--- src/hdl/lovs_ram.sv ---
// Generic simple dual-port RAM with registered read.
`timescale 1ns / 1ps
`default_nettype none

module lovs_ram #(
  parameter int unsigned WIDTH = 8,
  parameter int unsigned DEPTH = 256
) (
  input  wire logic                     clk_i,
  input  wire logic                     we_i,
  input  wire logic [$clog2(DEPTH)-1:0] waddr_i,
  input  wire logic [WIDTH-1:0]         wdata_i,
  input  wire logic                     re_i,
  input  wire logic [$clog2(DEPTH)-1:0] raddr_i,
  output logic      [WIDTH-1:0]         rdata_o
);

  logic [WIDTH-1:0] mem_q [DEPTH];

  // Write port
  always_ff @(posedge clk_i) begin
    if (we_i) begin
      mem_q[waddr_i] <= wdata_i;
    end
  end

  // Registered read port, holds while no read is issued
  always_ff @(posedge clk_i) begin
    if (re_i) begin
      rdata_o <= mem_q[raddr_i];
    end
  end

endmodule

`default_nettype wire

--- config.mk ---
export PLATFORM = sky130hd
export DESIGN_NAME = lovs_ram
export DESIGN_NICKNAME = d
export VERILOG_FILES = /design/src/hdl/lovs_ram.sv
export SDC_FILE = /design/constraint.sdc
export NUM_CORES = 2
export LEC_CHECK = 0
export CAP_MARGIN = 20
export CORE_AREA = 2 2 398 360
export CTS_BUF_LIST = sky130_fd_sc_hd__clkbuf_16
export DETAILED_ROUTE_END_ITERATION = 8
export DIE_AREA = 0 0 400 362
export DONT_BUFFER_PORTS = 1
export GPL_ROUTABILITY_DRIVEN = 0
export PLACE_DENSITY = 0.75
export SLEW_MARGIN = 20
export SYNTH_ARGS = -nofsm -noshare
export SYNTH_HDL_FRONTEND = slang
export SYNTH_SLANG_ARGS = --single-unit
--- constraint.sdc ---
create_clock -name clk_i -period 2.4 [get_ports clk_i]
set_input_delay 0.12 -clock clk_i [delete_from_list [all_inputs] [get_ports clk_i]]
set_output_delay 0.12 -clock clk_i [all_outputs]
set_load 0.05 [all_outputs]
Yosys cells after proc, flatten, opt, wreduce, memory -nomap -nowiden

Memory sizes are Yosys's and may differ from the RTL's. A register that Yosys moved wholly into a read port is not among the register bits.
Index checks and enable logic that the tools add are counted.

Logic and storage cells: 3
Input bits: 27
Flip-flop bits (word level): 0
Memories kept: 1
RAM bits: 2048

Muxes and demuxes: 2

Memory list:

| name  | depth | width | rd ports | clocked after Yosys merged registers in | write ports | line | RTL |
|---|---|---|---|---|---|---|---|
| mem_q | 256   | 8     | 1        | 1                                       | 1           | 18   | `logic [WIDTH-1:0] mem_q [DEPTH];` |

Operators with widths:

| kind             | number |
|---|---|
| 2-to-1 mux 1 bit | 2 |

Depth between registers and ports, before layout

Depth in word-level cells: 2
Gate-level depth with buffers: 11

Worst setup path after synthesis

OpenSTA, ideal clock, no wires.

Kind: in2reg
Start: input raddr_i[0]
End: register rdata_o[2], read port of mem_q (data pin)
Stages: 9
Path buffers: 4
Data required time: 2131 ps
Path slack: 204 ps
Arrival time: 1927 ps
Library setup time: 269 ps
Path through: buf_6 > buf_12 > buf_8 > buf_2 > mux4_2 > a22oi_1 > a21oi_1 > nor4_1 > nor4_2

RTL lines:

| what            | line | RTL |
|---|---|---|
| start, declared | 14   | `input wire logic [$clog2(DEPTH)-1:0] raddr_i,` |
| end, declared   | 15   | `output logic [WIDTH-1:0] rdata_o` |

==> impl_metrics.py <==
metrics = {
    "clock_tree": {
        "cts.sinks": 2056,
        "clk-insertion-delay-late_ns": 0.83,
        "hold_buffers": 27,
        "cts_tree": "yes",
        "clk_pin_slew_ns": 0.07,
        "cts_max_path_buffers": 3,
        "cts_buffers": 187,
        "clockRootBuffer": "clkbuf_16",
        "h-tree-depth": 4,
    },
    "timing": {
        "fin_crit_ns": 3.04,
        "slew_headroom": -0.298,
        "rsz0062_at_grt": "true",
        "fin_ws_ns": -0.639,
        "skew_ns": 0.0341,
        "slew_violations": 215,
        "hold_violations": 1799,
        "fin_crit_sh": 1.27,
        "finalSetupViolations": 8,
        "max_freq_mhz": 329,
        "max_slew.worst_pin.slew_ns": 1.95,
        "fin_hold_ws_ns": -0.543,
    },
    "synth": {
        "seq_area_frac_synth": 0.775,
        "syn_inst": 3733,
        "synth_nets": 3760,
        "ys_ff_latch": 2056,
        "synth_edf_count": 2056,
        "yosysWarnings": 0,
        "synthArstFlopShare": 0,
        "syn_area_sq_mm": 0.0796,
        "ys.flop_type": "edfxtp_1",
        "synth_cell_types": 54,
        "synth_area_per_cell_sq_um": 21.3,
    },
    "critical_path": {
        "critical_path_class": "in2reg",
        "cp-end-kind": "flop",
        "cp_max_fo": 446,
        "critPathLaunch": "raddr_i[1]",
        "cp.required_ns": 2.97,
        "crit_arrival_ns": 3.61,
        "critical_path.startpoint_type": "input port",
        "r2r-start": "mem_q[83][6]",
    },
    "flow_run": {
        "drv_cap": 0,
    },
    "drt": {
        "wl_mm": 200,
        "drc": 0,
        "via_per_inst": 6.67,
        "drt-initial-drc-count": 6785,
        "drt-wirelength-per-cell_um": 32.4,
        "first_pass_iters": 5,
        "ant_nets": 0,
        "routed-via-count": 41200,
    },
    "grt": {
        "overflow": 0,
        "first_global_vias": 40800,
        "antenna_found_initial": 5,
        "grt_pass1_wl_mm": 280,
        "grt_max_degree": 579,
        "grt_usage": 0.269,
    },
    "finish": {
        "utilization": 0.642,
        "layout_commonest_cell": "edfxtp_1",
        "final_cell_mix": "2056 x edfxtp_1, 455 x mux4_2, 402 x buf_4, 279 x nor2_1, 203 x clkbuf_16",
        "drive_above_1_share": 0.276,
        "fin_nets": 4176,
        "multi_input_area_sq_mm": 0.0168,
        "fillers": 8985,
        "syn_to_final_growth_pct": 13.6,
        "regArea_sq_mm": 0.0617,
    },
    "floorplanning": {
        "die-area_sq_mm": 0.145,
        "core_sq_mm": 0.141,
        "rows": 131,
        "fp.dieH_um": 362,
        "start_util": 0.565,
        "io_pins": 35,
        "die_width_um": 400,
    },
    "outcome": {
        "outcome": "complete, but fails checks",
        "violations": "negative hold slack, max-slew violations, negative setup slack",
    },
    "min_path": {
        "worstHoldPathType": "in2reg",
        "worstHoldStart": "wdata_i[7]",
    },
    "power": {
        "power_density_mw_per_mm2": 778,
        "p_leak_nw": 28.8,
        "ir_drop_mv": 0.725,
    },
    "placement": {
        "post-dp-hpwl_mm": 106,
        "port_buffers": 0,
    },
}
-- critical path, stage by stage --
cell and delay (ns):
nand3b_1 1.13, o22ai_1 0.13, o21ai_0 0.34, nand3_1 0.13
nor4_1 0.61, buf_4 0.22, nor4_2 0.04
-- logic make-up (layout without fill, tap and decap cells) --
kind of cell / Yosys count / in the layout / synth area share
other cells: 0 / 13 / 0
mux: 591 / 591 / 0.146
buf+inv: 235 / 801 / 0.0183
simple gates: 466 / 466 / 0.0263
flops: 2056 / 2056 / 0.775
compound gates: 385 / 385 / 0.0342
-- synthesized netlist by cell type, types with 3 or more instances --
cell type     n  area (sq um)
o211ai_1     10          75.1
o32ai_1       4          35.0
a221oi_1     13           114
nor4_1       24           150
o22ai_1      28           175
o22a_1        5          43.8
mux2i_1     134          1340
and2_1        6          37.5
a22o_1        8          70.1
nand4_1      10          62.6
a211oi_1     16           120
nor2b_1      31           194
buf_8        13           195
or2_2         4          25.0
buf_1        22          82.6
buf_4        27           203
clkbuf_1    111           417
buf_6        21           236
edfxtp_1   2056         61700
nand2b_1      8          50.1
nor3_1       22           110
nand2_1      33           124
mux4_2      454         10200
o221ai_1     46           403
a21oi_1      96           480
o21ai_0      10          50.1
nor4_2        3          37.5
a22oi_1     133           998
buf_2        31           155
buf_12        8           160
nand3_1      34           170
nor2_1      282          1060
-- routing by layer --
layer,part of all wire,wire length [um],global-route usage
met4,0.029,5710,0.0731
met3,0.13,26400,0.0742
met1,0.37,74100,0.394
met2,0.47,93800,0.405
met5,0.00021,42,0
-- power breakdown --
group / internal, W / leakage, nW / switching, W / total (W)
combinational: 0.00140 / 7.37 / 0.00161 / 0.00300
sequential: 0.0396 / 18.5 / 0.000115 / 0.0397
clock: 0.0149 / 2.92 / 0.0128 / 0.0277
total: 0.0559 / 28.8 / 0.0145 / 0.0704
-- registers in the layout, indices dropped and copies added (netlist names) --
signal / count
mem_q: 2048
rdata_o: 8
-- timing repair --
action | in CTS | in global routing
endpoints found under the hold margin | 2430 | 2048
setup endpoints to repair | 8 | 11
pin swaps | 4 | 13
buffers inserted | 0 | 5
gates cloned | 0 | 15
gates resized for setup | 20 | 30
-- final timing paths --
kind,to,slack [ns],depth (start not counted)
max,rdata_o[1],-0.64,7
max reg2reg,rdata_o[6],-0.06,7
min reg2reg,rdata_o[3],1.20,5
min,mem_q[44][7],-0.54,0
-- stage by stage --
stage               instances  power (W)  cell area (sq um)  setup WS (ns)  TNS, ns
global placement         5770     0.0427              83800         -0.842    -5.43
floorplan                3733     0.0424              79600          0.204        0
CTS                      6136     0.0700              89700         -0.147   -0.229
detailed placement       5770     0.0428              83800         -0.714    -4.10
global route             6161     0.0720              90400        -0.0701   -0.175
finish                   6174     0.0704              90500         -0.639    -3.26
-- layout make-up --
| cell class | instances | share of cell area |
|---|---|---|
| inverters | 2 | 0.0000830 |
| clock buffers | 190 | 0.0526 |
| well taps | 1862 | 0.0258 |
| flip-flops and latches | 2056 | 0.683 |
| diodes | 13 | 0.000360 |
| repair buffers | 460 | 0.0442 |
| multi-input cells | 1442 | 0.186 |
| clock inverters | 149 | 0.00906 |
No activity file was read; power rests on OpenSTA's default activity.
