$ cat config.mk
export PLATFORM = sky130hd
export DESIGN_NAME = lovs_ctrl
export DESIGN_NICKNAME = d
export VERILOG_FILES = /design/src/hdl/lovs_pkg.sv /design/src/hdl/lovs_ctrl.sv
export SDC_FILE = /design/constraint.sdc
export NUM_CORES = 1
export LEC_CHECK = 0
export BUFFER_PORTS_ARGS = -buffer_cell sky130_fd_sc_hd__buf_2
export CAP_MARGIN = 30
export CORE_AREA = 5 5 329 331
export CTS_BUF_LIST = sky130_fd_sc_hd__clkbuf_4
export DETAILED_ROUTE_END_ITERATION = 16
export DIE_AREA = 0 0 334 336
export HOLD_SLACK_MARGIN = 0.12
export PLACE_DENSITY_LB_ADDON = 0.12
export SLEW_MARGIN = 20
export SYNTH_ARGS = -nofsm -noshare
export SYNTH_HDL_FRONTEND = slang
export SYNTH_SLANG_ARGS = --single-unit
$ cat constraint.sdc
create_clock -name clk_i -period 3.3 [get_ports clk_i]
set_input_delay 0.33 -clock clk_i [delete_from_list [all_inputs] [get_ports clk_i]]
set_output_delay 0.33 -clock clk_i [all_outputs]
set_load 0.05 [all_outputs]
$ cat src/hdl/lovs_pkg.sv
// Package for label overlap statistics: sizes, codes, table entry types and counter helpers.
`timescale 1ns / 1ps
`default_nettype none

package lovs_pkg;

  // Label space and counter sizes
  localparam int unsigned FG_LABELS   = 256;
  localparam int unsigned BG_LABELS   = 256;
  localparam int unsigned COUNT_BITS  = 32;
  localparam int unsigned LABEL_BITS  = 8;
  localparam int unsigned OUT_BITS    = 32;
  localparam int unsigned REGION_BITS = 9;

  // Only labels that fit in a label field get a table slot
  localparam int unsigned FG_SLOTS  = (FG_LABELS < 256) ? FG_LABELS : 256;
  localparam int unsigned BG_SLOTS  = (BG_LABELS < 256) ? BG_LABELS : 256;
  localparam int unsigned FG_AW     = $clog2(FG_SLOTS);
  localparam int unsigned BG_AW     = $clog2(BG_SLOTS);
  localparam int unsigned CLR_DEPTH = (FG_SLOTS > BG_SLOTS) ? FG_SLOTS : BG_SLOTS;
  localparam int unsigned CLR_AW    = $clog2(CLR_DEPTH);

  localparam logic [OUT_BITS-1:0] OUT_MAX = '1;

  typedef enum logic [1:0] {
    CMD_VOXEL = 2'd0,
    CMD_READ  = 2'd1,
    CMD_CLEAR = 2'd2
  } cmd_e;

  // One entry of the foreground table
  typedef struct packed {
    logic [COUNT_BITS-1:0] size;
    logic [COUNT_BITS-1:0] ovl;
    logic [LABEL_BITS-1:0] host;
  } fg_entry_t;

  typedef struct packed {
    logic                  we;
    logic [FG_AW-1:0]      waddr;
    fg_entry_t             wdata;
    logic                  re;
    logic [FG_AW-1:0]      raddr;
  } fg_req_t;

  typedef struct packed {
    logic                   we;
    logic [BG_AW-1:0]       waddr;
    logic [REGION_BITS-1:0] wdata;
    logic                   re;
    logic [BG_AW-1:0]       raddr;
  } bg_req_t;

  // Seen bits: one row per foreground label, one bit per background label
  typedef struct packed {
    logic                we;
    logic [FG_AW-1:0]    waddr;
    logic [BG_SLOTS-1:0] wdata;
    logic                re;
    logic [FG_AW-1:0]    raddr;
  } seen_req_t;

  typedef struct packed {
    logic                   load;
    logic [OUT_BITS-1:0]    size;
    logic [OUT_BITS-1:0]    ovl;
    logic [LABEL_BITS-1:0]  host;
    logic [REGION_BITS-1:0] objs;
  } res_t;

  typedef struct packed {
    logic clearing;
    logic exec;
  } stat_t;

  // Saturating increment of a wide counter
  function automatic logic [COUNT_BITS-1:0] sat_inc(input logic [COUNT_BITS-1:0] v);
    return (v != '1) ? v + COUNT_BITS'(1) : v;
  endfunction

  // Clip a counter to the output field width
  function automatic logic [OUT_BITS-1:0] clip_out(input logic [COUNT_BITS-1:0] v);
    return (v > COUNT_BITS'(OUT_MAX)) ? OUT_MAX : OUT_BITS'(v);
  endfunction

endpackage

`default_nettype wire

$ cat src/hdl/lovs_ctrl.sv
// Sequencer: clear sweep, table reads, read-modify-write of voxel updates, read results.
`timescale 1ns / 1ps
`default_nettype none

module lovs_ctrl import lovs_pkg::*; (
  input  wire logic                   clk_i,
  input  wire logic                   rst_ni,
  input  wire logic                   in_valid_i,
  output logic                        in_ready_o,
  input  wire logic [1:0]             command_i,
  input  wire logic [LABEL_BITS-1:0]  fg_label_i,
  input  wire logic [LABEL_BITS-1:0]  bg_label_i,
  input  wire logic [LABEL_BITS-1:0]  read_index_i,
  input  wire logic                   out_free_i,
  output fg_req_t                     fg_req_o,
  input  wire fg_entry_t              fg_rdata_i,
  output bg_req_t                     bg_req_o,
  input  wire logic [REGION_BITS-1:0] bg_rdata_i,
  output seen_req_t                   seen_req_o,
  input  wire logic [BG_SLOTS-1:0]    seen_rdata_i,
  output res_t                        res_o,
  output stat_t                       stat_o
);

  typedef enum logic [1:0] {
    ST_CLEAR,
    ST_IDLE,
    ST_EXEC
  } state_e;

  state_e                state_q, state_d;
  logic [CLR_AW-1:0]     clr_cnt_q, clr_cnt_d;
  cmd_e                  cmd_q, cmd_d;
  logic [LABEL_BITS-1:0] fg_q, fg_d;
  logic [LABEL_BITS-1:0] bg_q, bg_d;
  logic                  fg_ok_q, fg_ok_d;
  logic                  bg_ok_q, bg_ok_d;

  logic                  accept;
  logic                  in_fg_ok, in_bg_ok;
  logic [LABEL_BITS-1:0] fg_addr, bg_addr;
  logic [BG_AW-1:0]      bg_bit;
  logic                  first_pair;
  fg_entry_t             fg_upd;

  assign in_ready_o = (state_q == ST_IDLE);
  assign accept     = in_valid_i && in_ready_o;

  // Range of the incoming labels, for a voxel or a read index
  always_comb begin
    fg_addr = (command_i == CMD_READ) ? read_index_i : fg_label_i;
    bg_addr = (command_i == CMD_READ) ? read_index_i : bg_label_i;
    in_fg_ok = {1'b0, fg_addr} < (LABEL_BITS+1)'(FG_SLOTS);
    in_bg_ok = {1'b0, bg_addr} < (LABEL_BITS+1)'(BG_SLOTS);
  end

  // Modify step of a voxel update
  always_comb begin
    bg_bit     = bg_q[BG_AW-1:0];
    first_pair = (fg_q != '0) && !seen_rdata_i[bg_bit];
    fg_upd.size = sat_inc(fg_rdata_i.size);
    fg_upd.ovl  = ((fg_q != '0) && (bg_q != '0)) ? sat_inc(fg_rdata_i.ovl) : fg_rdata_i.ovl;
    fg_upd.host = first_pair ? bg_q : fg_rdata_i.host;
  end

  // Next state, memory requests and result
  always_comb begin
    state_d   = state_q;
    clr_cnt_d = clr_cnt_q;
    cmd_d     = cmd_q;
    fg_d      = fg_q;
    bg_d      = bg_q;
    fg_ok_d   = fg_ok_q;
    bg_ok_d   = bg_ok_q;

    fg_req_o   = '0;
    bg_req_o   = '0;
    seen_req_o = '0;
    res_o      = '0;

    // Read ports follow the incoming word
    fg_req_o.raddr   = fg_addr[FG_AW-1:0];
    bg_req_o.raddr   = bg_addr[BG_AW-1:0];
    seen_req_o.raddr = fg_label_i[FG_AW-1:0];

    unique case (state_q)
      ST_CLEAR: begin
        fg_req_o.we      = {1'b0, clr_cnt_q} < (CLR_AW+1)'(FG_SLOTS);
        fg_req_o.waddr   = clr_cnt_q[FG_AW-1:0];
        bg_req_o.we      = {1'b0, clr_cnt_q} < (CLR_AW+1)'(BG_SLOTS);
        bg_req_o.waddr   = clr_cnt_q[BG_AW-1:0];
        seen_req_o.we    = fg_req_o.we;
        seen_req_o.waddr = clr_cnt_q[FG_AW-1:0];
        if (clr_cnt_q == CLR_AW'(CLR_DEPTH - 1)) begin
          clr_cnt_d = '0;
          state_d   = ST_IDLE;
        end else begin
          clr_cnt_d = clr_cnt_q + CLR_AW'(1);
        end
      end
      ST_IDLE: begin
        if (accept) begin
          fg_d    = fg_label_i;
          bg_d    = bg_label_i;
          fg_ok_d = in_fg_ok;
          bg_ok_d = in_bg_ok;
          unique case (command_i)
            CMD_VOXEL: begin
              cmd_d = CMD_VOXEL;
              fg_req_o.re   = 1'b1;
              bg_req_o.re   = 1'b1;
              seen_req_o.re = 1'b1;
              state_d = ST_EXEC;
            end
            CMD_READ: begin
              cmd_d = CMD_READ;
              fg_req_o.re = 1'b1;
              bg_req_o.re = 1'b1;
              state_d = ST_EXEC;
            end
            CMD_CLEAR: begin
              state_d = ST_CLEAR;
            end
            default: begin
              // unused code: drop the word
            end
          endcase
        end
      end
      ST_EXEC: begin
        if (cmd_q == CMD_VOXEL) begin
          // Write back; a voxel with an out-of-range label is dropped
          if (fg_ok_q && bg_ok_q) begin
            fg_req_o.we      = 1'b1;
            fg_req_o.waddr   = fg_q[FG_AW-1:0];
            fg_req_o.wdata   = fg_upd;
            seen_req_o.we    = first_pair;
            seen_req_o.waddr = fg_q[FG_AW-1:0];
            seen_req_o.wdata = seen_rdata_i | (BG_SLOTS'(1) << bg_bit);
            bg_req_o.we      = first_pair;
            bg_req_o.waddr   = bg_bit;
            bg_req_o.wdata   = (bg_rdata_i != '1) ? bg_rdata_i + REGION_BITS'(1) : bg_rdata_i;
          end
          state_d = ST_IDLE;
        end else if (out_free_i) begin
          res_o.load = 1'b1;
          res_o.size = fg_ok_q ? clip_out(fg_rdata_i.size) : '0;
          res_o.ovl  = fg_ok_q ? clip_out(fg_rdata_i.ovl) : '0;
          res_o.host = fg_ok_q ? fg_rdata_i.host : '0;
          res_o.objs = bg_ok_q ? bg_rdata_i : '0;
          state_d = ST_IDLE;
        end
      end
      default: begin
        state_d = ST_CLEAR;
      end
    endcase
  end

  assign stat_o.clearing = (state_q == ST_CLEAR);
  assign stat_o.exec     = (state_q == ST_EXEC);

  // Hold state and the captured word; reset starts a clear sweep
  always_ff @(posedge clk_i or negedge rst_ni) begin
    if (!rst_ni) begin
      state_q   <= ST_CLEAR;
      clr_cnt_q <= '0;
      cmd_q     <= CMD_VOXEL;
    end else begin
      state_q   <= state_d;
      clr_cnt_q <= clr_cnt_d;
      cmd_q     <= cmd_d;
    end
  end

  always_ff @(posedge clk_i) begin
    fg_q    <= fg_d;
    bg_q    <= bg_d;
    fg_ok_q <= fg_ok_d;
    bg_ok_q <= bg_ok_d;
  end

endmodule

`default_nettype wire
# After elaboration in Yosys (flattened, before gate mapping)
# Cells that the tools add are included.
# word_totals
register_bits	28
output_inout_bits	476
word_cells	77
# classes
add_sub_neg	4
order_cmp	3
n_mux	37
n_eq_ne	12
reduce_logical	14
bitwise_logic	1
shift	1
# ops
op	n
265-bit 2-to-1 mux	1
256-bit 2-to-1 mux	1
256-bit bitwise OR	1
1-bit by 8-bit << shifter with 256-bit output, first input constant	1
82-bit 2-to-1 mux	3
32-bit 2-to-1 mux	5
81-bit 2-to-1 mux	1
72-bit 2-to-1 mux	1
32-bit by 1-bit adder with 32-bit output, second input constant	2
32-bit > comparator, second input constant	2
32-bit != test, second input constant	2
9-bit case mux with 2 select lines	3
8-bit 2-to-1 mux	4
18-bit 2-to-1 mux	1
9-bit 2-to-1 mux	2
8-bit nonzero test	2
9-bit by 1-bit adder with 9-bit output, second input constant	1
8-bit by 9-bit less-than comparator with 1-bit output, second input constant	1
9-bit != test, second input constant	1
8-bit by 1-bit adder with 8-bit output, second input constant	1
1-bit binary-select mux with 8-bit select	1
8-bit == test, second input constant	1
2-bit 2-to-1 mux	4
2-bit case mux with 2 select lines	2
14 further kinds	28

# Depth between registers and ports, before layout
# Gate-level depths: netlist of run 1.
# depth
depth_word	7
depth_mapped	14
depth_no_buf	8

# Worst setup path before layout of run 1
# OpenSTA, ideal clock, no wires.
# synth_timing
kind	register to output
start	register bg_q[0] (netlist: bg_bit[0])
end	output port fg_req_o[10] in the netlist's numbering
path_stages_with_launch	11
arrival_time_ns	3.152
required_ns	2.970
setup_slack_ns	-0.182
cell_sequence	edfxtp_1 > buf_6 > buf_6 > mux4_1 > mux2_2 > a222oi_1 > a22oi_1 > nor3_2 > o22a_2 > buf_6 > mux2i_1
# synth_rtl
element	line	text
from (decl)	lovs_ctrl.sv:35	logic [LABEL_BITS-1:0] bg_q, bg_d;
from (signal assigned)	lovs_ctrl.sv:178	bg_q <= bg_d;
to (decl)	lovs_ctrl.sv:15	output fg_req_t fg_req_o,

==> impl_metrics.ini, run 1 <==
[layout]
fin_nets = 2587
drive_above_1_share = 0.511
stdcell_area_sq_mm = 0.0168
n_fill_cell = 12300
seq_area_sq_um = 756
syn_to_final_growth_pct = 82.0
final_util = 0.161
multi_input_area_sq_mm = 0.00796

[floorplan]
core_sq_mm = 0.105
initial_utilization = 0.0883
die_height_um = 336
die_area_sq_mm = 0.112
num_rows = 119
dieWidth_um = 334
io_pins = 843

[drt]
route.detailed.drc = 0
avgRoutedWirePerCell_um = 25.9
wirelength_mm = 93.8
ant_nets = 0
vias = 14400
via_per_inst = 3.97
drt_pass1_iterations = 5
drt_iter0_drc = 665

[setup_path]
crit_slowest_cell = a2111oi_4
r2r_start = state_q[1]
cpPeakStageDelay_ns = 0.59
crit_family = multiplexers
crit_type = reg2out
worstPathCellList = buf_6, mux4_2, mux2i_2, mux4_2, a2111oi_4, nor4_4, o22a_4, mux2i_1, buf_4, buf_12
cp_max_fo = 8
end_kind = output pin
critPathLaunchType = register
worstPathRequired_ns = 2.97
path_buf_inv = 3
regToRegSetupSlack_ns = 1.63
cp-startpoint = bg_bit[0]
arrival_ns = 3.54
critPathMostFrequentCell = mux4_2

[clock_network]
h-tree-depth = 1
clock_path_buffers = 2
cts_tree = done
cts-root-buf = clkbuf_4
clkTransAtPathRegs_ns = 0.19
clock-sinks = 27
worstSkewPairLatency_ns = 0.36
cts_made_buffers = 3

[sta]
layout_min_cycle_time_ns = 3.87
setup_ws_ns = -0.572
maxSlewHeadroom = 0.542
setup_violations = 27
finClkSkew_ns = 0.0154
final.period_utilization = 1.17
rsz0062_at_grt = true
worst_slew_pin_slew_ns = 0.682
hold_violations = 0
slew_violations = 0
fmax_mhz = 258

[synthesis]
synthSimpleGateAreaFrac = 0.331
synthMuxAreaShare = 0.200
synth_area_sq_mm = 0.00925
syn_nets = 1723
syn-mean-instance-area_sq_um = 6.84
ys_ff_latch = 27
synth_compound_area_frac = 0.234
synth_flop_cell = edfxtp_1
synthXorXnorAreaFrac = 0.0558
yosys_warnings = 0
yosys.area.top_type_share = 0.110
synth_fa_ha_area_frac = 0.00541
synth_area_leaders = mux4_2 11%, nor2_1 9.0%, nand2_1 8.1%
yosysSeqAreaShare = 0.0817
synth_enable_flop_cells = 16
synth.largest_area_cell = mux4_2
synth_cells = 1352
synth_top_family_by_area = simple AND/OR/NAND/NOR gates
synth_cell_types = 67
synth.most_common_cell = nor2_1
async_flop_share = 0.407
synthTopCellsByCount = 223 x nor2_1, 199 x nand2_1, 146 x a21oi_1

[worst_hold_path]
min_path_type = in2reg
hp-start = bg_label_i[7]

[global_route]
grt_pass1_vias = 15000
antenna_found_initial = 18
grt_usage = 0.155
overflow = 0
grt_first_pass_wirelength_mm = 125
grt_max_degree = 90

[outcome]
violations = negative setup slack
status = finished with violations

[power]
p_leak_nw = 8.07
vdd_drop_max_uv = 382
power_density_mw_per_mm2 = 353

[place]
io_buffers = 842
dpl_cell_area_sq_mm = 0.0162
dp_hpwl_mm = 79.4
gp_congestion = 0.862

[job]
max_cap_viol_count = 0
-- flip-flops by register name (all words and copies together) (netlist names) --
register	count
cmd_q	1
fg_q	8
bg_bit	8
state_q	2
clr_cnt_q	8
-- final cells by class --
| type | instances | area share |
|---|---|---|
| well taps | 1391 | 0.103 |
| diodes | 8 | 0.00119 |
| multi-input cells | 1173 | 0.473 |
| flip-flops and latches | 27 | 0.0449 |
| inverters | 11 | 0.00268 |
| clock inverters | 1 | 0.000446 |
| repair buffers | 1000 | 0.374 |
| clock buffers | 3 | 0.00134 |
-- path summary, 6_finish.rpt --
kind | endpoint | depth (start not counted)
max in group asynchronous | clr_cnt_q[7] | 2
min in group asynchronous | cmd_q[0] | 2
worst max register to register | clr_cnt_q[6] | 5
worst min-delay path | bg_bit[7] | 1
worst min register to register | clr_cnt_q[6] | 1
worst max-delay path | fg_req_o[14] | 10
-- placed cells by master (no fill, tap or decap), types with 5 or more instances in the layout --
cell	instances
clkbuf_4	12
nor3_1	13
nor2_2	13
buf_4	136
nor4_1	5
buf_2	786
diode_2	8
and2_1	81
xnor2_1	27
nor2_1	205
mux2i_1	32
xor2_1	32
nor2b_1	12
a22o_1	70
nand3_1	42
buf_12	49
mux2_2	5
edfxtp_1	16
and3_1	12
nor3_2	10
inv_1	9
a21oi_1	145
mux4_1	10
mux4_2	50
nand2_1	198
or3_1	10
buf_6	13
nor2_4	5
o21ai_0	86
dfrtp_1	11
nand4_1	16
and4_1	8
-- stage by stage --
step | setup TNS [ns] | total power [W] | setup WS (ns) | hold slack [ns] | instances
floorplan | -1.27 | 0.00373 | -0.182 | 0.0344 | 1352
CTS | -12.32 | 0.00603 | -0.657 | 0.120 | 3598
detailed placement | -4.38 | 0.00565 | -0.438 | 0.237 | 3576
global route | -15.75 | 0.00626 | -0.728 | 0.120 | 3608
finish | -6.93 | 0.00594 | -0.572 | 0.168 | 3614
global placement | -4.20 | 0.00567 | -0.448 | 0.240 | 3576
-- where the power goes --
| group | total [W] | internal (W) | switching, W |
|---|---|---|---|
| logic | 0.00521 | 0.00155 | 0.00366 |
| clock network | 0.000169 | 0.0000465 | 0.000123 |
| registers | 0.000555 | 0.000449 | 0.000107 |
-- cells by family after synthesis --
family	count (synthesis)
and+or+nand+nor	662
muxes	102
buffers and inverters	152
DFF	27
AOI/OAI and AO/OA	346
xor gates and xnor gates	59
adders and majority gates	4
-- what timing repair did --
action	in CTS	in global routing
hold endpoints to repair	11	2
setup buffers	19	6
endpoints found under the setup margin	73	108
gates resized for setup	71	20
pin swaps	13	3
gates cloned	2	0
hold buffers	1	2
-- routing by layer --
| metal | vias to the layer above | routed length [um] | GRT usage |
|---|---|---|---|
| met3 | 81 | 4630 | 0.0221 |
| met1 | 7074 | 39100 | 0.192 |
| met4 | 4 | 1630 | 0.0226 |
| met2 | 622 | 48300 | 0.290 |
| li1 | 6584 | - | - |
| met5 | - | 27 | 0 |
Power figures use the tool's default switching activity.
==> run 2, diff against run 1 <==
--- a/config.mk
+++ b/config.mk
@@ -5,7 +5,7 @@
 export SDC_FILE = /design/constraint.sdc
 export NUM_CORES = 1
 export LEC_CHECK = 0
-export BUFFER_PORTS_ARGS = -buffer_cell sky130_fd_sc_hd__buf_2
+export BUFFER_PORTS_ARGS = -buffer_cell sky130_fd_sc_hd__buf_4
 export CAP_MARGIN = 30
 export CORE_AREA = 5 5 329 331
 export CTS_BUF_LIST = sky130_fd_sc_hd__clkbuf_4
==> constraint.sdc (replaced) <==
create_clock -name clk_i -period 4.15 [get_ports clk_i]
set_input_delay 0.415 -clock clk_i [delete_from_list [all_inputs] [get_ports clk_i]]
set_output_delay 0.415 -clock clk_i [all_outputs]
set_load 0.05 [all_outputs]
==> run 2 against run 1 <==
The run now ends clean. Final cell count shrank 2.0%. Clock skew shrank 0.012 ns. Setup slack gained 0.72 ns. Final area grew 5.7%. Critical endpoint is now fg_req_o[13].
==> impl_metrics.ini, run 2 (synthesis results as in run 1) <==
[setup_path]
critPathLaunchType = register
regToRegSetupSlack_ns = 2.34
crit_slowest_cell = mux4_2
r2r_start = state_q[1]
path_buf_inv = 4
end_kind = output pin
ff2ff_path_depth = 5
worstPathCellList = buf_4, bufbuf_16, mux4_2, o32ai_2, a2111oi_4, nor4_4, o22a_4, buf_12, mux2i_4, buf_6
cpPeakStageDelay_ns = 0.59
worstPathRequired_ns = 3.73
cp_max_fo = 18
rr_endpoint = clr_cnt_q[6]
crit_family = buffers and inverters
crit_type = reg2out
arrival_ns = 3.58

[sta]
setup_violations = 0
hold_violations = 0
setup_ws_ns = 0.152
slew_violations = 0
layout_min_cycle_time_ns = 4.00
worst_slew_pin_slew_ns = 0.967
finClkSkew_ns = 0.00362
fmax_mhz = 250
rsz0062_at_grt = false
maxSlewHeadroom = 0.354
final.period_utilization = 0.963

[layout]
layout_common_cells = 897 x buf_4, 209 x nor2_1, 198 x nand2_1, 145 x a21oi_1, 88 x o21ai_0
fin_nets = 2514
syn_to_final_growth_pct = 92.4
layout.cells.non_filler = 3542
drive_above_1_share = 0.487
final_common_cell = buf_4

[drt]
route.detailed.drc = 0
drt_iter0_drc = 760
vias = 14200
ant_nets = 0
wirelength_mm = 95.9
avgRoutedWirePerCell_um = 27.1
drt_pass1_iterations = 5
via_per_inst = 4.02

[floorplan]
num_rows = 119
io_pins = 843
core_sq_mm = 0.105
die_height_um = 336
initial_utilization = 0.0883
die_area_sq_mm = 0.112
dieWidth_um = 334

[place]
dp_hpwl_mm = 78.9
io_buffers = 842
post-place-cells = 3511
gp_congestion = 0.860
post-place-ws_ns = -0.121

[global_route]
met2_usage = 0.303
grt_pass1_vias = 14600
top_usage_layer = met2
grt_usage = 0.157
grt_first_pass_wirelength_mm = 126
grt_util_met3 = 0.0228
overflow = 0
use_met1 = 0.190
antenna_found_initial = 14
grt_max_degree = 156

[clock_network]
clock-sinks = 27
cts_made_buffers = 3
clock_path_buffers = 2
clkTransAtPathRegs_ns = 0.18
cts-root-buf = clkbuf_4
cts_tree = done
worstSkewPairLatency_ns = 0.36
h-tree-depth = 1

[power]
p_leak_nw = 7.95
vdd_drop_max_uv = 422
seqPwrFrac = 0.091
combPwrFrac = 0.880
swShare = 0.631
p_switching_w = 0.00312
power_density_mw_per_mm2 = 278
p_int_w = 0.00183
clockPowerShare = 0.029

[outcome]
status = complete, no violations

[worst_hold_path]
min_path_type = in2reg
whs_endpoint = state_q[1]
holdPathStages = 2
hp-start = out_free_i

[job]
max_cap_viol_count = 0
==> run 2: cell types whose count changed in the layout (fill, tap and decap cells not counted), moves of 4 or more <==
cell,delta
buf_2,-786
buf_4,+761
buf_12,-38
clkbuf_4,-9
a22oi_1,+4
a22oi_2,-4
mux2i_1,-4
mux2i_4,+4
nor2_1,+4
==> run 2: timing repair <==
| action | CTS | global route |
|---|---|---|
| buffers inserted | 9 | 6 |
| hold buffers | 1 | 0 |
| cloned | 5 | 0 |
| endpoints found under the setup margin | 10 | 10 |
| resized for setup | 26 | 19 |
| pin swaps | 6 | 5 |
| endpoints found under the hold margin | 11 | 0 |
==> run 2: power groups by stage <==
stage	logic [W]	clock network (W)	registers (W)
finish	0.00436	0.000141	0.000452
floorplan	0.00255	0	0.000414
global route	0.00457	0.000159	0.000465
CTS	0.00440	0.000147	0.000454
global placement	0.00422	0	0.000461
detailed placement	0.00421	0	0.000460
==> run 2: worst max-delay path by stage <==
stage	depth (start not counted)	slack, ns	end	start
3_5_place_dp	11	-0.12	fg_req_o[13]	bg_bit[1]
6_report	10	0.15	fg_req_o[13]	bg_bit[0]
3_3_place_gp	11	-0.11	fg_req_o[13]	bg_bit[1]
2_1_floorplan	10	0.58	fg_req_o[10]	bg_bit[0]
4_1_cts	14	0.03	bg_req_o[26]	bg_bit[1]
5_1_grt	11	0.01	fg_req_o[11]	bg_bit[0]
==> run 2: cell type report <==
| cell class | count | area (sq um) |
|---|---|---|
| tap | 1391 | 1740 |
| sequential | 27 | 756 |
| clock buffer | 3 | 22.5 |
| antenna | 9 | 22.5 |
| multi-input combinational | 1173 | 7930 |
| clock inverter | 1 | 8.76 |
| fill | 12200 | 87000 |
| timing repair buffer | 927 | 7270 |
| inverter | 11 | 41.3 |
==> run 2: through the flow <==
step	hold WS [ns]	area (sq um)	setup TNS, ns	total power (W)	util
2_1_floorplan	0.119	9250	0	0.00296	-
3_3_place_gp	0.264	17200	-0.633	0.00468	0.164
3_5_place_dp	0.264	17300	-0.455	0.00467	0.165
4_1_cts	0.219	17700	0	0.00500	0.169
5_1_grt	0.214	17800	0	0.00520	0.170
6_report	0.224	17800	0	0.00495	0.170
==> run 2: routing by layer <==
metal,vias up,part of all wire
li1,6440,-
met1,7140,0.40
met2,604,0.54
met3,37,0.052
met4,2,0.0075
met5,-,0.00014
==> run 3, diff against run 2 <==
--- a/config.mk
+++ b/config.mk
@@ -8,7 +8,7 @@
 export BUFFER_PORTS_ARGS = -buffer_cell sky130_fd_sc_hd__buf_4
 export CAP_MARGIN = 30
 export CORE_AREA = 5 5 329 331
-export CTS_BUF_LIST = sky130_fd_sc_hd__clkbuf_4
+export CTS_BUF_LIST = sky130_fd_sc_hd__clkbuf_4 sky130_fd_sc_hd__clkbuf_8 sky130_fd_sc_hd__clkbuf_16
 export DETAILED_ROUTE_END_ITERATION = 16
 export DIE_AREA = 0 0 334 336
 export HOLD_SLACK_MARGIN = 0.12
==> run 3 against run 2 <==
Clock skew decreased by 0.0018 ns. Non-clock buffer count increased by 1. Total power increased by 0.85%. Maximum frequency increased by 0.39%. First-iteration DRC count unchanged. Sequential share of layout area about the same. Critical endpoint is now bg_req_o[26].
==> impl_metrics.ini, run 3 (synthesis results as in run 1) <==
[outcome]
status = complete, no violations

[setup_path]
worstPathRequired_ns = 3.73
cpPeakStageDelay_ns = 0.42
cp_max_fo = 15
arrival_ns = 3.57
end_kind = output pin
critPathLaunchType = register
r2r_start = state_q[1]
crit_type = reg2out
rr_endpoint = clr_cnt_q[6]
ff2ff_path_depth = 5
worstPathCellList = buf_12, buf_6, bufbuf_16, buf_4, mux2i_1, a2111oi_1, a31oi_1, buf_4, a21oi_1, nor3_2, o22a_2, buf_12, a21o_1, buf_4
path_buf_inv = 7
regToRegSetupSlack_ns = 2.39
critPathMostFrequentCell = buf_4
crit_slowest_cell = edfxtp_1
crit_family = buffers and inverters

[floorplan]
initial_utilization = 0.0883
die_area_sq_mm = 0.112
dieWidth_um = 334
die_height_um = 336
core_sq_mm = 0.105
num_rows = 119
io_pins = 843

[clock_network]
cts_tree = done
worstSkewPairLatency_ns = 0.27
cts_made_buffers = 3
cts-root-buf = clkbuf_16
clock_path_buffers = 2
clock-sinks = 27
h-tree-depth = 1
clkTransAtPathRegs_ns = 0.08

[drt]
wirelength_mm = 95.7
drt_pass1_iterations = 5
ant_nets = 0
vias = 14100
via_per_inst = 3.97
avgRoutedWirePerCell_um = 27.0
drt_iter0_drc = 760
route.detailed.drc = 0

[sta]
fmax_mhz = 251
worst_slew_pin_slew_ns = 0.924
rsz0062_at_grt = false
hold_violations = 0
maxSlewHeadroom = 0.383
slew_violations = 0
final.period_utilization = 0.960
hold_ws_ns = 0.332
setup_tns_ns = 0
setup_violations = 0
finClkSkew_ns = 0.00179
layout_min_cycle_time_ns = 3.98

[global_route]
antenna_found_initial = 13
grt_usage = 0.154
grt_max_degree = 156
grt_pass1_vias = 14500
grt_first_pass_wirelength_mm = 125
overflow = 0

[place]
io_buffers = 842
dp_hpwl_mm = 78.9
post-place-cells = 3511
gp_congestion = 0.860

[layout]
n_fill_cell = 12200
layout.cells.non_filler = 3546
fin_nets = 2515
final_common_cell = buf_4
layout_common_cells = 904 x buf_4, 210 x nor2_1, 198 x nand2_1, 146 x a21oi_1, 87 x o21ai_0
drive_above_1_share = 0.483
syn_to_final_growth_pct = 91.6

[power]
p_leak_nw = 7.95
power_density_mw_per_mm2 = 281
vdd_drop_max_uv = 423

[worst_hold_path]
hp-start = out_free_i
min_path_type = in2reg
holdPathStages = 2
whs_endpoint = state_q[1]

[job]
max_cap_viol_count = 0
==> run 3: changes by cell type in the layout (fill, tap and decap cells not counted), sizes merged <==
cell,previous run,this run
clkbuf,3,6
bufbuf,3,1
diode,9,12
==> run 3: layer usage <==
| layer | routed length, um | up-vias | track usage | share of wire |
|---|---|---|---|---|
| li1 | - | 6444 | - | - |
| met1 | 38500 | 7025 | 0.185 | 0.40 |
| met2 | 51200 | 554 | 0.300 | 0.54 |
| met3 | 5230 | 36 | 0.0232 | 0.055 |
| met4 | 704 | 2 | 0.0156 | 0.0074 |
| met5 | 13 | - | 0 | 0.00014 |
==> run 3: final cells by class <==
| type | count | area [sq um] | share of cell area |
|---|---|---|---|
| inverters | 11 | 41.3 | 0.00233 |
| flip-flops and latches | 27 | 756 | 0.0426 |
| diodes | 12 | 30.0 | 0.00169 |
| clock inverters | 1 | 8.76 | 0.000494 |
| well taps | 1391 | 1740 | 0.0982 |
| repair buffers | 928 | 7230 | 0.408 |
| multi-input cells | 1173 | 7840 | 0.442 |
| clock buffers | 3 | 75.1 | 0.00423 |
==> run 3: how the worst max path moves through the flow <==
stage | depth (start not counted) | slack, ns | to | from
2_1_floorplan | 10 | 0.58 | fg_req_o[10] | bg_bit[0]
3_3_place_gp | 11 | -0.11 | fg_req_o[13] | bg_bit[1]
3_5_place_dp | 11 | -0.12 | fg_req_o[13] | bg_bit[1]
4_1_cts | 11 | 0.01 | fg_req_o[13] | bg_bit[1]
5_1_grt | 11 | 0.01 | fg_req_o[9] | bg_bit[0]
6_report | 14 | 0.17 | bg_req_o[26] | bg_bit[1]
==> run 3: repair_timing <==
| item | in CTS | in global routing |
|---|---|---|
| pin swaps | 1 | 4 |
| gates cloned | 2 | 3 |
| hold buffers | 1 | 0 |
| gates resized for setup | 10 | 10 |
| endpoints found under the hold margin | 11 | 0 |
| setup buffers | 6 | 7 |
| setup endpoints to repair | 10 | 10 |
==> run 3: per-stage QoR <==
| step | util | cell area, sq um | power, W | setup WS (ns) |
|---|---|---|---|---|
| detailed placement | 0.165 | 17300 | 0.00467 | -0.121 |
| CTS | 0.167 | 17500 | 0.00501 | 0.0117 |
| finish | 0.169 | 17700 | 0.00499 | 0.168 |
| floorplan | - | 9250 | 0.00296 | 0.583 |
| global placement | 0.164 | 17200 | 0.00468 | -0.108 |
| global route | 0.169 | 17700 | 0.00524 | 0.0139 |
==> run 3: worst reg2reg max path: stages, from the launching register on <==
cell     delay (ns)
dfrtp_1        0.55
nor2_1         0.36
buf_4          0.29
nand2_1        0.17
nor2_1         0.17
xor2_1         0.15
==> run 3: power breakdown <==
group	leakage [nW]	switching (W)	total (W)	internal [W]
clock	0.0416	0.000113	0.000247	0.000134
combinational	7.63	0.00290	0.00429	0.00139
sequential	0.286	0.0000960	0.000454	0.000358
